**config.mk**
```make
export PLATFORM = sky130hd
export DESIGN_NAME = rlp_stream_header_decoder_core_flat
export DESIGN_NICKNAME = d
export VERILOG_FILES = /design/src/rtl/rlp_hdr_pkg.sv /design/src/rtl/rlp_hdr_ifs.sv /design/src/rtl/rlp_stream_header_decoder_core.sv /design/src/flat_wrapper.sv
export SDC_FILE = /design/constraint.sdc
export NUM_CORES = 1
export LEC_CHECK = 0
export BUFFER_PORTS_ARGS = -buffer_cell sky130_fd_sc_hd__buf_4
export CORE_AREA = 10 10 212 214
export DETAILED_ROUTE_END_ITERATION = 8
export DIE_AREA = 0 0 222 224
export PLACE_DENSITY = 0.73
export RECOVER_POWER = 50
export SETUP_SLACK_MARGIN = 0.1
export SYNTH_ARGS = -nofsm -noshare
export SYNTH_HDL_FRONTEND = slang
export SYNTH_SLANG_ARGS = --single-unit
```
**constraint.sdc**
```tcl
create_clock -name clock -period 17.4 [get_ports clock]
set_input_delay 2.61 -clock clock [delete_from_list [all_inputs] [get_ports clock]]
set_output_delay 2.61 -clock clock [all_outputs]
set_load 0.02 [all_outputs]
```
**src/rtl/rlp_hdr_pkg.sv**
```systemverilog
// Shared types and constants for the RLP stream header decoder.
package rlp_hdr_pkg;

   localparam int BYTE_W = 8;
   localparam int SIZE_W = 64;
   localparam int HSZ_W  = 4;

   typedef logic [BYTE_W-1:0] byte_type;
   typedef logic [SIZE_W-1:0] size_type;
   typedef logic [HSZ_W-1:0]  hsz_type;

   typedef enum logic [1:0] {
      KIND_PREFIX,
      KIND_LENGTH,
      KIND_PAYLOAD,
      KIND_LITERAL
   } kind_type;

   typedef enum logic [2:0] {
      ERR_OK,
      ERR_SHORT,
      ERR_MALFORMED,
      ERR_NONCANON,
      ERR_LEAD_ZERO,
      ERR_OVERFLOW
   } err_type;

   typedef enum logic [1:0] {
      PH_PREFIX,
      PH_LENGTH,
      PH_PAYLOAD
   } phase_type;

   // Prefix class boundaries
   localparam byte_type STR_BASE       = 8'h80;
   localparam byte_type SHORT_STR_MAX  = 8'hB7;
   localparam byte_type LONG_STR_MAX   = 8'hBF;
   localparam byte_type LIST_BASE      = 8'hC0;
   localparam byte_type SHORT_LIST_MAX = 8'hF7;
   localparam byte_type RESERVED_LO    = 8'hF9;

   // Long form lengths must exceed the short form range
   localparam size_type MIN_LONG_LEN   = 64'd55;

endpackage

```
**src/rtl/rlp_hdr_ifs.sv**
```systemverilog
// Handshake channel interfaces for the RLP stream header decoder.
interface rlp_hdr_req_if;
   logic                  valid;
   logic                  ready;
   rlp_hdr_pkg::byte_type in_byte;
   logic                  in_last;

   modport source (output valid, in_byte, in_last, input ready);
   modport sink   (input valid, in_byte, in_last, output ready);
endinterface

interface rlp_hdr_rsp_if;
   logic                  valid;
   logic                  ready;
   rlp_hdr_pkg::byte_type out_byte;
   rlp_hdr_pkg::kind_type byte_kind;
   logic                  header_done;
   logic                  is_list;
   rlp_hdr_pkg::size_type payload_size;
   rlp_hdr_pkg::hsz_type  header_size;
   rlp_hdr_pkg::err_type  error_code;

   modport source (output valid, out_byte, byte_kind, header_done, is_list, payload_size,
                   header_size, error_code, input ready);
   modport sink   (input valid, out_byte, byte_kind, header_done, is_list, payload_size,
                   header_size, error_code, output ready);
endinterface

interface rlp_hdr_csr_if;
   logic                  valid;
   logic                  ready;
   rlp_hdr_pkg::size_type max_payload_size;

   modport source (output valid, max_payload_size, input ready);
   modport sink   (input valid, max_payload_size, output ready);
endinterface

```
**src/rtl/rlp_stream_header_decoder_core.sv**
```systemverilog
// RLP stream header decoder: classes one buffer byte per word and reports headers and errors.
//
// Feed the encoded buffer one byte per req word, with in_last set on its final byte; every
// byte yields exactly one rsp word carrying the byte, its kind (prefix, length byte, payload
// byte, literal), and on the byte that completes a header the list flag, payload size and
// header size. The block sustains one byte per clock cycle unless the rsp channel stalls; a
// byte passes an input register, then the decode logic feeding the result register, and the
// per-byte work is a single shift-accumulate and 64-bit compare/decrement. List payloads
// are entered as nested items; the largest count of bytes still owed by any open header is
// kept, so a buffer that ends early reports input too short. The first error sticks: later
// bytes come back with kind prefix, no header and the stuck code until reset. Write
// max_payload_size (reset all ones) on the csr channel only while the block is idle; it
// bounds lengths given in long form. After reset the block is ready at once.
module rlp_stream_header_decoder_core (
   input logic                clock,
   input logic                reset,
   rlp_hdr_req_if.sink        req_if,
   rlp_hdr_rsp_if.source      rsp_if,
   rlp_hdr_csr_if.sink        csr_if
);

   // ---------------------------------------------------------------------------------------
   // Configuration register
   // ---------------------------------------------------------------------------------------
   rlp_hdr_pkg::size_type max_size_ff;

   assign csr_if.ready = 1'b1;

   always_ff @(posedge clock) begin
      if (reset) begin
         max_size_ff <= '1;
      end else if (csr_if.valid) begin
         max_size_ff <= csr_if.max_payload_size;
      end
   end

   // ---------------------------------------------------------------------------------------
   // Handshake: input register -> decode -> result register
   // ---------------------------------------------------------------------------------------
   logic                  s1_valid_ff;
   rlp_hdr_pkg::byte_type s1_byte_ff;
   logic                  s1_last_ff;
   logic                  rsp_valid_ff;
   logic                  out_free;
   logic                  s1_fire;
   logic                  req_fire;

   // Result register frees up when empty or being taken this cycle
   assign out_free     = !rsp_valid_ff || rsp_if.ready;
   assign s1_fire      = s1_valid_ff && out_free;
   assign req_if.ready = !s1_valid_ff || out_free;
   assign req_fire     = req_if.valid && req_if.ready;

   always_ff @(posedge clock) begin
      if (reset) begin
         s1_valid_ff <= 1'b0;
      end else if (req_if.ready) begin
         s1_valid_ff <= req_if.valid;
      end
   end

   always_ff @(posedge clock) begin
      if (req_fire) begin
         s1_byte_ff <= req_if.in_byte;
         s1_last_ff <= req_if.in_last;
      end
   end

   // ---------------------------------------------------------------------------------------
   // Parse state
   // ---------------------------------------------------------------------------------------
   rlp_hdr_pkg::phase_type phase_ff;
   logic [3:0]             lbl_ff;      // length bytes still to come
   rlp_hdr_pkg::size_type  acc_ff;      // long form length being gathered
   logic                   pil_ff;      // pending header is a list
   rlp_hdr_pkg::hsz_type   phdr_ff;     // pending header size
   rlp_hdr_pkg::size_type  sbl_ff;      // string payload bytes left
   rlp_hdr_pkg::size_type  owed_ff;     // largest byte count owed by any open header
   logic                   sbc_ff;      // check next byte of a one-byte string
   rlp_hdr_pkg::err_type   sticky_ff;

   // Common per-byte arithmetic
   logic [3:0]            lbl_dec;
   rlp_hdr_pkg::size_type sbl_dec;
   rlp_hdr_pkg::size_type owed_dec;
   rlp_hdr_pkg::size_type acc_next;
   logic                  first_len;

   assign lbl_dec   = lbl_ff - {3'd0, (lbl_ff != 4'd0)};
   assign sbl_dec   = sbl_ff - {63'd0, (sbl_ff != '0)};
   assign owed_dec  = owed_ff - {63'd0, (owed_ff != '0)};
   assign acc_next  = {acc_ff[rlp_hdr_pkg::SIZE_W-rlp_hdr_pkg::BYTE_W-1:0], s1_byte_ff};
   assign first_len = ((lbl_ff + 4'd1) == phdr_ff);

   // ---------------------------------------------------------------------------------------
   // Decode: byte class, header fields and errors raised by this byte
   // ---------------------------------------------------------------------------------------
   rlp_hdr_pkg::kind_type kind;
   logic                  done;
   logic                  lst;
   rlp_hdr_pkg::size_type psz;
   rlp_hdr_pkg::hsz_type  hsz;
   rlp_hdr_pkg::err_type  err_raw;
   logic                  do_open;     // open a payload of size psz
   logic                  do_long;     // start a long form header
   logic [3:0]            long_n;
   logic                  long_list;
   logic                  len_end;     // final length byte seen

   always_comb begin
      kind      = rlp_hdr_pkg::KIND_PREFIX;
      done      = 1'b0;
      lst       = 1'b0;
      psz       = '0;
      hsz       = '0;
      err_raw   = rlp_hdr_pkg::ERR_OK;
      do_open   = 1'b0;
      do_long   = 1'b0;
      long_n    = '0;
      long_list = 1'b0;
      len_end   = 1'b0;
      unique case (phase_ff)
         rlp_hdr_pkg::PH_LENGTH: begin
            kind = rlp_hdr_pkg::KIND_LENGTH;
            if (s1_last_ff && (lbl_dec != 4'd0)) begin
               err_raw = rlp_hdr_pkg::ERR_SHORT;
            end else if (first_len && (s1_byte_ff == '0)) begin
               err_raw = rlp_hdr_pkg::ERR_LEAD_ZERO;
            end else if (lbl_dec == 4'd0) begin
               len_end = 1'b1;
               if (acc_next <= rlp_hdr_pkg::MIN_LONG_LEN) begin
                  err_raw = rlp_hdr_pkg::ERR_NONCANON;
               end else if (acc_next > max_size_ff) begin
                  err_raw = rlp_hdr_pkg::ERR_OVERFLOW;
               end else begin
                  done    = 1'b1;
                  lst     = pil_ff;
                  psz     = acc_next;
                  hsz     = phdr_ff;
                  do_open = 1'b1;
               end
            end
         end
         rlp_hdr_pkg::PH_PAYLOAD: begin
            kind = rlp_hdr_pkg::KIND_PAYLOAD;
            // a one-byte string must not hold a byte that could stand alone
            if (sbc_ff && !s1_byte_ff[7]) begin
               err_raw = rlp_hdr_pkg::ERR_NONCANON;
            end
         end
         default: begin
            if (s1_last_ff && (s1_byte_ff >= rlp_hdr_pkg::RESERVED_LO)) begin
               err_raw = rlp_hdr_pkg::ERR_MALFORMED;
            end else if (!s1_byte_ff[7]) begin
               kind = rlp_hdr_pkg::KIND_LITERAL;
               done = 1'b1;
               psz  = 64'd1;
            end else if (s1_byte_ff <= rlp_hdr_pkg::SHORT_STR_MAX) begin
               done    = 1'b1;
               psz     = {56'd0, s1_byte_ff - rlp_hdr_pkg::STR_BASE};
               hsz     = 4'd1;
               do_open = 1'b1;
            end else if (s1_byte_ff <= rlp_hdr_pkg::LONG_STR_MAX) begin
               do_long = 1'b1;
               long_n  = 4'(s1_byte_ff - rlp_hdr_pkg::SHORT_STR_MAX);
            end else if (s1_byte_ff <= rlp_hdr_pkg::SHORT_LIST_MAX) begin
               done    = 1'b1;
               lst     = 1'b1;
               psz     = {56'd0, s1_byte_ff - rlp_hdr_pkg::LIST_BASE};
               hsz     = 4'd1;
               do_open = 1'b1;
            end else begin
               do_long   = 1'b1;
               long_n    = 4'(s1_byte_ff - rlp_hdr_pkg::SHORT_LIST_MAX);
               long_list = 1'b1;
            end
         end
      endcase
   end

   // ---------------------------------------------------------------------------------------
   // Next state
   // ---------------------------------------------------------------------------------------
   rlp_hdr_pkg::phase_type phase_nx;
   logic [3:0]             lbl_nx;
   rlp_hdr_pkg::size_type  acc_nx;
   logic                   pil_nx;
   rlp_hdr_pkg::hsz_type   phdr_nx;
   rlp_hdr_pkg::size_type  sbl_nx;
   rlp_hdr_pkg::size_type  owed_nx;
   logic                   sbc_nx;

   always_comb begin
      phase_nx = phase_ff;
      lbl_nx   = lbl_ff;
      acc_nx   = acc_ff;
      pil_nx   = pil_ff;
      phdr_nx  = phdr_ff;
      sbl_nx   = sbl_ff;
      owed_nx  = owed_dec;
      sbc_nx   = sbc_ff;
      unique case (phase_ff)
         rlp_hdr_pkg::PH_LENGTH: begin
            lbl_nx = lbl_dec;
            acc_nx = acc_next;
            if (len_end) begin
               phase_nx = rlp_hdr_pkg::PH_PREFIX;
            end
         end
         rlp_hdr_pkg::PH_PAYLOAD: begin
            sbc_nx = 1'b0;
            sbl_nx = sbl_dec;
            if (sbl_dec == '0) begin
               phase_nx = rlp_hdr_pkg::PH_PREFIX;
            end
         end
         default: begin
            phase_nx = rlp_hdr_pkg::PH_PREFIX;
            if (do_open && !lst) begin
               sbc_nx = (psz == 64'd1);
            end
         end
      endcase
      if (do_long) begin
         phase_nx = rlp_hdr_pkg::PH_LENGTH;
         lbl_nx   = long_n;
         phdr_nx  = long_n + 4'd1;
         pil_nx   = long_list;
         acc_nx   = '0;
      end
      if (do_open) begin
         // keep only the largest owed count
         if (psz > owed_dec) begin
            owed_nx = psz;
         end
         if (!lst && (psz != '0)) begin
            phase_nx = rlp_hdr_pkg::PH_PAYLOAD;
            sbl_nx   = psz;
         end
      end
   end

   // Buffer end with bytes still owed or a header half read
   rlp_hdr_pkg::err_type err_fin;
   logic                 clear_parse;

   assign err_fin = (err_raw == rlp_hdr_pkg::ERR_OK && s1_last_ff &&
                     (owed_nx != '0 || phase_nx != rlp_hdr_pkg::PH_PREFIX)) ?
                    rlp_hdr_pkg::ERR_SHORT : err_raw;
   assign clear_parse = s1_last_ff && (err_fin == rlp_hdr_pkg::ERR_OK);

   rlp_hdr_pkg::phase_type phase_in;
   logic [3:0]             lbl_in;
   rlp_hdr_pkg::size_type  acc_in;
   logic                   pil_in;
   rlp_hdr_pkg::hsz_type   phdr_in;
   rlp_hdr_pkg::size_type  sbl_in;
   rlp_hdr_pkg::size_type  owed_in;
   logic                   sbc_in;

   // A clean final byte drops all parse state for the next buffer
   assign phase_in = clear_parse ? rlp_hdr_pkg::PH_PREFIX : phase_nx;
   assign lbl_in   = clear_parse ? '0 : lbl_nx;
   assign acc_in   = clear_parse ? '0 : acc_nx;
   assign pil_in   = clear_parse ? 1'b0 : pil_nx;
   assign phdr_in  = clear_parse ? '0 : phdr_nx;
   assign sbl_in   = clear_parse ? '0 : sbl_nx;
   assign owed_in  = clear_parse ? '0 : owed_nx;
   assign sbc_in   = clear_parse ? 1'b0 : sbc_nx;

   logic parse_en;

   // Hold parse state once an error has stuck
   assign parse_en = s1_fire && (sticky_ff == rlp_hdr_pkg::ERR_OK);

   always_ff @(posedge clock) begin
      if (reset) begin
         phase_ff  <= rlp_hdr_pkg::PH_PREFIX;
         lbl_ff    <= '0;
         acc_ff    <= '0;
         pil_ff    <= 1'b0;
         phdr_ff   <= '0;
         sbl_ff    <= '0;
         owed_ff   <= '0;
         sbc_ff    <= 1'b0;
         sticky_ff <= rlp_hdr_pkg::ERR_OK;
      end else if (parse_en) begin
         phase_ff  <= phase_in;
         lbl_ff    <= lbl_in;
         acc_ff    <= acc_in;
         pil_ff    <= pil_in;
         phdr_ff   <= phdr_in;
         sbl_ff    <= sbl_in;
         owed_ff   <= owed_in;
         sbc_ff    <= sbc_in;
         sticky_ff <= err_fin;
      end
   end

   // ---------------------------------------------------------------------------------------
   // Result register
   // ---------------------------------------------------------------------------------------
   rlp_hdr_pkg::byte_type out_byte_ff;
   rlp_hdr_pkg::kind_type kind_ff;
   logic                  done_ff;
   logic                  lst_ff;
   rlp_hdr_pkg::size_type psz_ff;
   rlp_hdr_pkg::hsz_type  hsz_ff;
   rlp_hdr_pkg::err_type  err_ff;
   logic                  hdr_ok;

   // Header fields show only on a clean, completing byte of a live parse
   assign hdr_ok = (sticky_ff == rlp_hdr_pkg::ERR_OK) && (err_fin == rlp_hdr_pkg::ERR_OK);

   always_ff @(posedge clock) begin
      if (reset) begin
         rsp_valid_ff <= 1'b0;
      end else if (out_free) begin
         rsp_valid_ff <= s1_valid_ff;
      end
   end

   always_ff @(posedge clock) begin
      if (s1_fire) begin
         out_byte_ff <= s1_byte_ff;
         if (sticky_ff != rlp_hdr_pkg::ERR_OK) begin
            kind_ff <= rlp_hdr_pkg::KIND_PREFIX;
            err_ff  <= sticky_ff;
         end else begin
            kind_ff <= kind;
            err_ff  <= err_fin;
         end
         done_ff <= hdr_ok && done;
         lst_ff  <= hdr_ok && lst;
         psz_ff  <= hdr_ok ? psz : '0;
         hsz_ff  <= hdr_ok ? hsz : '0;
      end
   end

   assign rsp_if.valid        = rsp_valid_ff;
   assign rsp_if.out_byte     = out_byte_ff;
   assign rsp_if.byte_kind    = kind_ff;
   assign rsp_if.header_done  = done_ff;
   assign rsp_if.is_list      = lst_ff;
   assign rsp_if.payload_size = psz_ff;
   assign rsp_if.header_size  = hsz_ff;
   assign rsp_if.error_code   = err_ff;

endmodule
```
**src/flat_wrapper.sv**
```systemverilog
// flat-port wrapper written by rule: the top's interface ports become plain ports
module rlp_stream_header_decoder_core_flat 
  (clock, reset, req_if_valid, req_if_in_byte, req_if_in_last, req_if_ready, rsp_if_valid, rsp_if_out_byte, rsp_if_byte_kind, rsp_if_header_done, rsp_if_is_list, rsp_if_payload_size, rsp_if_header_size, rsp_if_error_code, rsp_if_ready, csr_if_valid, csr_if_max_payload_size, csr_if_ready);
  rlp_hdr_req_if req_if_i ();
  rlp_hdr_rsp_if rsp_if_i ();
  rlp_hdr_csr_if csr_if_i ();
  input logic clock;
  input logic reset;
  input wire logic [$bits(req_if_i.valid)-1:0] req_if_valid;
  input wire logic [$bits(req_if_i.in_byte)-1:0] req_if_in_byte;
  input wire logic [$bits(req_if_i.in_last)-1:0] req_if_in_last;
  output wire logic [$bits(req_if_i.ready)-1:0] req_if_ready;
  output wire logic [$bits(rsp_if_i.valid)-1:0] rsp_if_valid;
  output wire logic [$bits(rsp_if_i.out_byte)-1:0] rsp_if_out_byte;
  output wire logic [$bits(rsp_if_i.byte_kind)-1:0] rsp_if_byte_kind;
  output wire logic [$bits(rsp_if_i.header_done)-1:0] rsp_if_header_done;
  output wire logic [$bits(rsp_if_i.is_list)-1:0] rsp_if_is_list;
  output wire logic [$bits(rsp_if_i.payload_size)-1:0] rsp_if_payload_size;
  output wire logic [$bits(rsp_if_i.header_size)-1:0] rsp_if_header_size;
  output wire logic [$bits(rsp_if_i.error_code)-1:0] rsp_if_error_code;
  input wire logic [$bits(rsp_if_i.ready)-1:0] rsp_if_ready;
  input wire logic [$bits(csr_if_i.valid)-1:0] csr_if_valid;
  input wire logic [$bits(csr_if_i.max_payload_size)-1:0] csr_if_max_payload_size;
  output wire logic [$bits(csr_if_i.ready)-1:0] csr_if_ready;
  assign req_if_i.valid = req_if_valid;
  assign req_if_i.in_byte = req_if_in_byte;
  assign req_if_i.in_last = req_if_in_last;
  assign req_if_ready = req_if_i.ready;
  assign rsp_if_valid = rsp_if_i.valid;
  assign rsp_if_out_byte = rsp_if_i.out_byte;
  assign rsp_if_byte_kind = rsp_if_i.byte_kind;
  assign rsp_if_header_done = rsp_if_i.header_done;
  assign rsp_if_is_list = rsp_if_i.is_list;
  assign rsp_if_payload_size = rsp_if_i.payload_size;
  assign rsp_if_header_size = rsp_if_i.header_size;
  assign rsp_if_error_code = rsp_if_i.error_code;
  assign rsp_if_i.ready = rsp_if_ready;
  assign csr_if_i.valid = csr_if_valid;
  assign csr_if_i.max_payload_size = csr_if_max_payload_size;
  assign csr_if_ready = csr_if_i.ready;
  rlp_stream_header_decoder_core u_core (.clock(clock), .reset(reset), .req_if(req_if_i), .rsp_if(rsp_if_i), .csr_if(csr_if_i));
endmodule
```
==> flow_results.xml <==
<?xml version="1.0" encoding="UTF-8"?>
<metrics>
  <group name="power">
    <metric name="power_density" unit="nW/µm²">107</metric>
    <metric name="power.ir.vdd_worst" unit="V">0.0000953</metric>
    <metric name="total_leakage_power" unit="nW">10.2</metric>
  </group>
  <group name="synthesis">
    <metric name="number_of_distinct_standard_cells_referenced_by_the_synthesized_netlist" unit="">89</metric>
    <metric name="postSynth.topFlopCell" unit="">sky130_fd_sc_hd__dfxtp_1</metric>
    <metric name="postSynthRegisterBits" unit="">357</metric>
    <metric name="cell_area_synth" unit="µm²">22100</metric>
    <metric name="synth_edf_count" unit="">92</metric>
    <metric name="fraction_of_registers_with_async_set_or_reset_after_synthesis" unit="%">0</metric>
    <metric name="synth_warnings" unit="">0</metric>
    <metric name="mappedNetlistNets" unit="">2905</metric>
    <metric name="synthesis.instances" unit="">2680</metric>
    <metric name="post_synthesis_sequential_area_ratio" unit="%">36.5</metric>
    <metric name="synth.avg_cell_area" unit="µm²">8.25</metric>
  </group>
  <group name="floorplan">
    <metric name="die_width" unit="µm">222</metric>
    <metric name="dieHeight" unit="µm">224</metric>
    <metric name="design.portCount" unit="">164</metric>
    <metric name="design.core.area" unit="µm²">40600</metric>
    <metric name="die_area" unit="µm²">49700</metric>
    <metric name="std_cell_rows" unit="">74</metric>
    <metric name="initial_utilization" unit="%">54.5</metric>
  </group>
  <group name="placed_design">
    <metric name="preCtsSetupSlack" unit="ps">8430</metric>
    <metric name="place.port_buffers" unit="">162</metric>
    <metric name="replace_congestion" unit="">0.994</metric>
    <metric name="place_inst" unit="">3229</metric>
    <metric name="hpwl" unit="mm">58.2</metric>
  </group>
  <group name="timing">
    <metric name="timing.final.hold_violations" unit="">0</metric>
    <metric name="grt_setup_unrepaired" unit="">false</metric>
    <metric name="finalSetupViolations" unit="">0</metric>
    <metric name="tns" unit="ps">0</metric>
    <metric name="finalWorstPathRequiredPeriod" unit="ps">9140</metric>
    <metric name="maxClockFrequency" unit="GHz">0.109</metric>
    <metric name="worstMarginPinSlew" unit="ps">3590</metric>
    <metric name="fin_crit_sh" unit="%">52.5</metric>
    <metric name="number_of_pins_exceeding_their_max_slew_limit_in_the_final_report" unit="">232</metric>
    <metric name="worst_skew" unit="ps">21.0</metric>
    <metric name="timing.max_slew.rel_slack" unit="%">-140</metric>
    <metric name="finalWorstSetupSlack" unit="ps">8260</metric>
  </group>
  <group name="worst_setup_path">
    <metric name="startpoint_type" unit="">flop</metric>
    <metric name="critPathKind" unit="">reg -&gt; reg</metric>
    <metric name="critical_path.startpoint" unit="">u_core.owed_ff[26]</metric>
    <metric name="critPathSlowestCell" unit="">sky130_fd_sc_hd__or4b_2</metric>
    <metric name="required" unit="ps">17820</metric>
    <metric name="timing.rr.start" unit="">u_core.owed_ff[26]</metric>
    <metric name="critPathMaxFanout" unit="">110</metric>
    <metric name="crit_family" unit="">simple AND/OR/NAND/NOR gates</metric>
    <metric name="worst-path-buf-inv" unit="">2</metric>
    <metric name="worst_path_largest_cell_delay" unit="ps">710</metric>
    <metric name="cp_data_arrival_time" unit="ps">9560</metric>
    <metric name="crit_path_end_kind" unit="">flop</metric>
  </group>
  <group name="clock_tree">
    <metric name="post-cts-setup-buffer-count" unit="">0</metric>
    <metric name="cts_tree" unit="">done</metric>
    <metric name="worst_setup_hold_path_clk_slew" unit="ps">60</metric>
    <metric name="root_buffer" unit="">sky130_fd_sc_hd__clkbuf_16</metric>
    <metric name="ctsHtreeMaxLevel" unit="">2</metric>
    <metric name="clkSinkCount" unit="">357</metric>
    <metric name="tritoncts.num_buffers" unit="">41</metric>
    <metric name="cts-root-to-sink-buffers" unit="">3</metric>
    <metric name="post_cts_resized" unit="">0</metric>
    <metric name="worst_skew_pair.late_latency" unit="ps">580</metric>
    <metric name="cts-hold-fix-buffers" unit="">0</metric>
  </group>
  <group name="routing">
    <metric name="post_drt_wl_per_cell" unit="µm">23.9</metric>
    <metric name="routed-via-count" unit="">21300</metric>
    <metric name="detail_route.vias_per_cell" unit="">6.45</metric>
    <metric name="pre_antenna_drt_iters" unit="">6</metric>
    <metric name="route.detailed.drc" unit="">0</metric>
    <metric name="drt_first_iter_violations" unit="">2264</metric>
    <metric name="routed_wl" unit="mm">79.0</metric>
    <metric name="final_antenna_net_count" unit="">0</metric>
  </group>
  <group name="global_routing">
    <metric name="grt-ovfl-total" unit="">0</metric>
    <metric name="grt.total_usage" unit="%">30.5</metric>
    <metric name="grt_pass1_wl" unit="mm">121</metric>
    <metric name="pin_count_of_the_biggest_net_entering_global_routing" unit="">111</metric>
    <metric name="grt_pass1_vias" unit="">20200</metric>
    <metric name="antenna_violations_before_repair" unit="">1</metric>
  </group>
  <group name="min_path">
    <metric name="holdCritPathClass" unit="">reg -&gt; reg</metric>
    <metric name="holdCritStartpoint" unit="">u_core.owed_ff[61]</metric>
  </group>
  <group name="layout">
    <metric name="drive_gt1_share" unit="%">7.43</metric>
    <metric name="layout.cells.most_common" unit="">sky130_fd_sc_hd__nand2_1</metric>
    <metric name="area_delta_synth_final" unit="%">11.4</metric>
    <metric name="final_core_util" unit="%">60.7</metric>
    <metric name="final_cell_mix" unit="">298 x sky130_fd_sc_hd__nand2_1, 265 x sky130_fd_sc_hd__dfxtp_1, 241 x sky130_fd_sc_hd__nor2_1</metric>
    <metric name="design.final.nets" unit="">2965</metric>
    <metric name="final_cell_count_no_fill" unit="">3304</metric>
  </group>
  <group name="run">
    <metric name="cap_violations" unit="">4</metric>
  </group>
  <group name="status">
    <metric name="outcome" unit="">complete, but fails checks</metric>
    <metric name="failing_checks" unit="">max-capacitance violations, max-slew violations</metric>
  </group>
</metrics>
-- metrics by stage --
step | power, mW | hold WS (ps) | cell area (µm²)
floorplan | 1.48 | 445 | 22100
global placement | 1.71 | 459 | 23600
detailed placement | 1.72 | 470 | 23600
CTS | 2.63 | 479 | 25000
global route | 2.75 | 499 | 24600
finish | 2.63 | 482 | 24600
-- cells in the mapped netlist (all sizes together) (29+ instances only) --
cell type  instances  area (µm²)
a211oi            29         218
a21oi            188         941
a22o              61         534
a22oi             29         218
and2             132         826
buf               33         170
clkbuf           142         533
dfxtp            265        5310
edfxtp            92        2760
ha               147        1840
inv              107         402
nand2            299        1120
nand3             48         245
nand4             68         425
nor2             241         905
nor3              89         467
nor4              83         568
o211ai            85         643
o21ai            105         526
o22ai             29         181
or4               33         251
xnor2             70         613
xor2              38         333
-- worst min-delay path: cells and delay by family, from the launching register on --
| kind | cells | cell delay [ps] |
|---|---|---|
| AO/OA/AOI/OAI | 1 | 50 |
| AND/OR/NAND/NOR | 1 | 60 |
| flip-flops | 1 | 330 |
-- worst paths after layout --
| kind | cells past startpoint | slack (ps) | end |
|---|---|---|---|
| max | 29 | 8260 | u_core.sbl_ff[26] |
| min | 2 | 480 | u_core.owed_ff[61] |
| max reg2reg | 29 | 8260 | u_core.sbl_ff[26] |
| min reg2reg | 2 | 480 | u_core.owed_ff[61] |
-- state kept, by name (all words and copies together), names as in the netlist, 2 cells and up --
signal                      count
u_core.sbl_ff                  64
u_core.rsp_if.error_code        3
u_core.acc_ff                  56
u_core.rsp_if.byte_kind         2
u_core.phase_ff                 2
u_core.rsp_if.header_size       4
u_core.owed_ff                 64
u_core.lbl_ff                   4
u_core.s1_byte_ff               8
u_core.rsp_if.out_byte          8
u_core.phdr_ff                  4
u_core.rsp_if.payload_size     64
u_core.sticky_ff                3
u_core.max_size_ff             64
-- layout make-up --
class,count,area (µm²)
antenna,1,2.50
clock buffer,57,1130
clock inverter,17,275
fill,3660,15900
inverter,108,405
multi-input combinational,2040,13000
sequential,357,8070
tap,532,666
timing repair buffer,192,1100
-- cell families after synthesis --
| logic type | after synthesis | share of synthesized area [%] |
|---|---|---|
| adder cells (fa/ha/maj) | 147 | 8.32 |
| multiplexers | 3 | 0.136 |
| AO/OA/AOI/OAI | 659 | 19.8 |
| buffers and inverters | 283 | 5.01 |
| flip-flops | 357 | 36.5 |
| other | 1 | 0.0170 |
| XOR/XNOR | 108 | 4.28 |
| AND/OR/NAND/NOR | 1122 | 26.0 |
-- power breakdown --
part / total, mW / switching (mW) / internal (mW) / leakage (nW)
clock: 0.919 / 0.362 / 0.557 / 0.678
combinational: 0.786 / 0.520 / 0.266 / 6.44
sequential: 0.929 / 0.0390 / 0.890 / 3.04
-- per-layer routing --
layer  vias to the layer above  share of wire, %  global-route usage (%)
met4                         2               3.8                    12.3
met2                      1023                45                    48.6
li1                       9936                 -                       -
met1                     10200                43                    40.1
met3                       184               8.3                    5.47
met5                         -             0.019                       0
(Power assumes the default switching activity.)
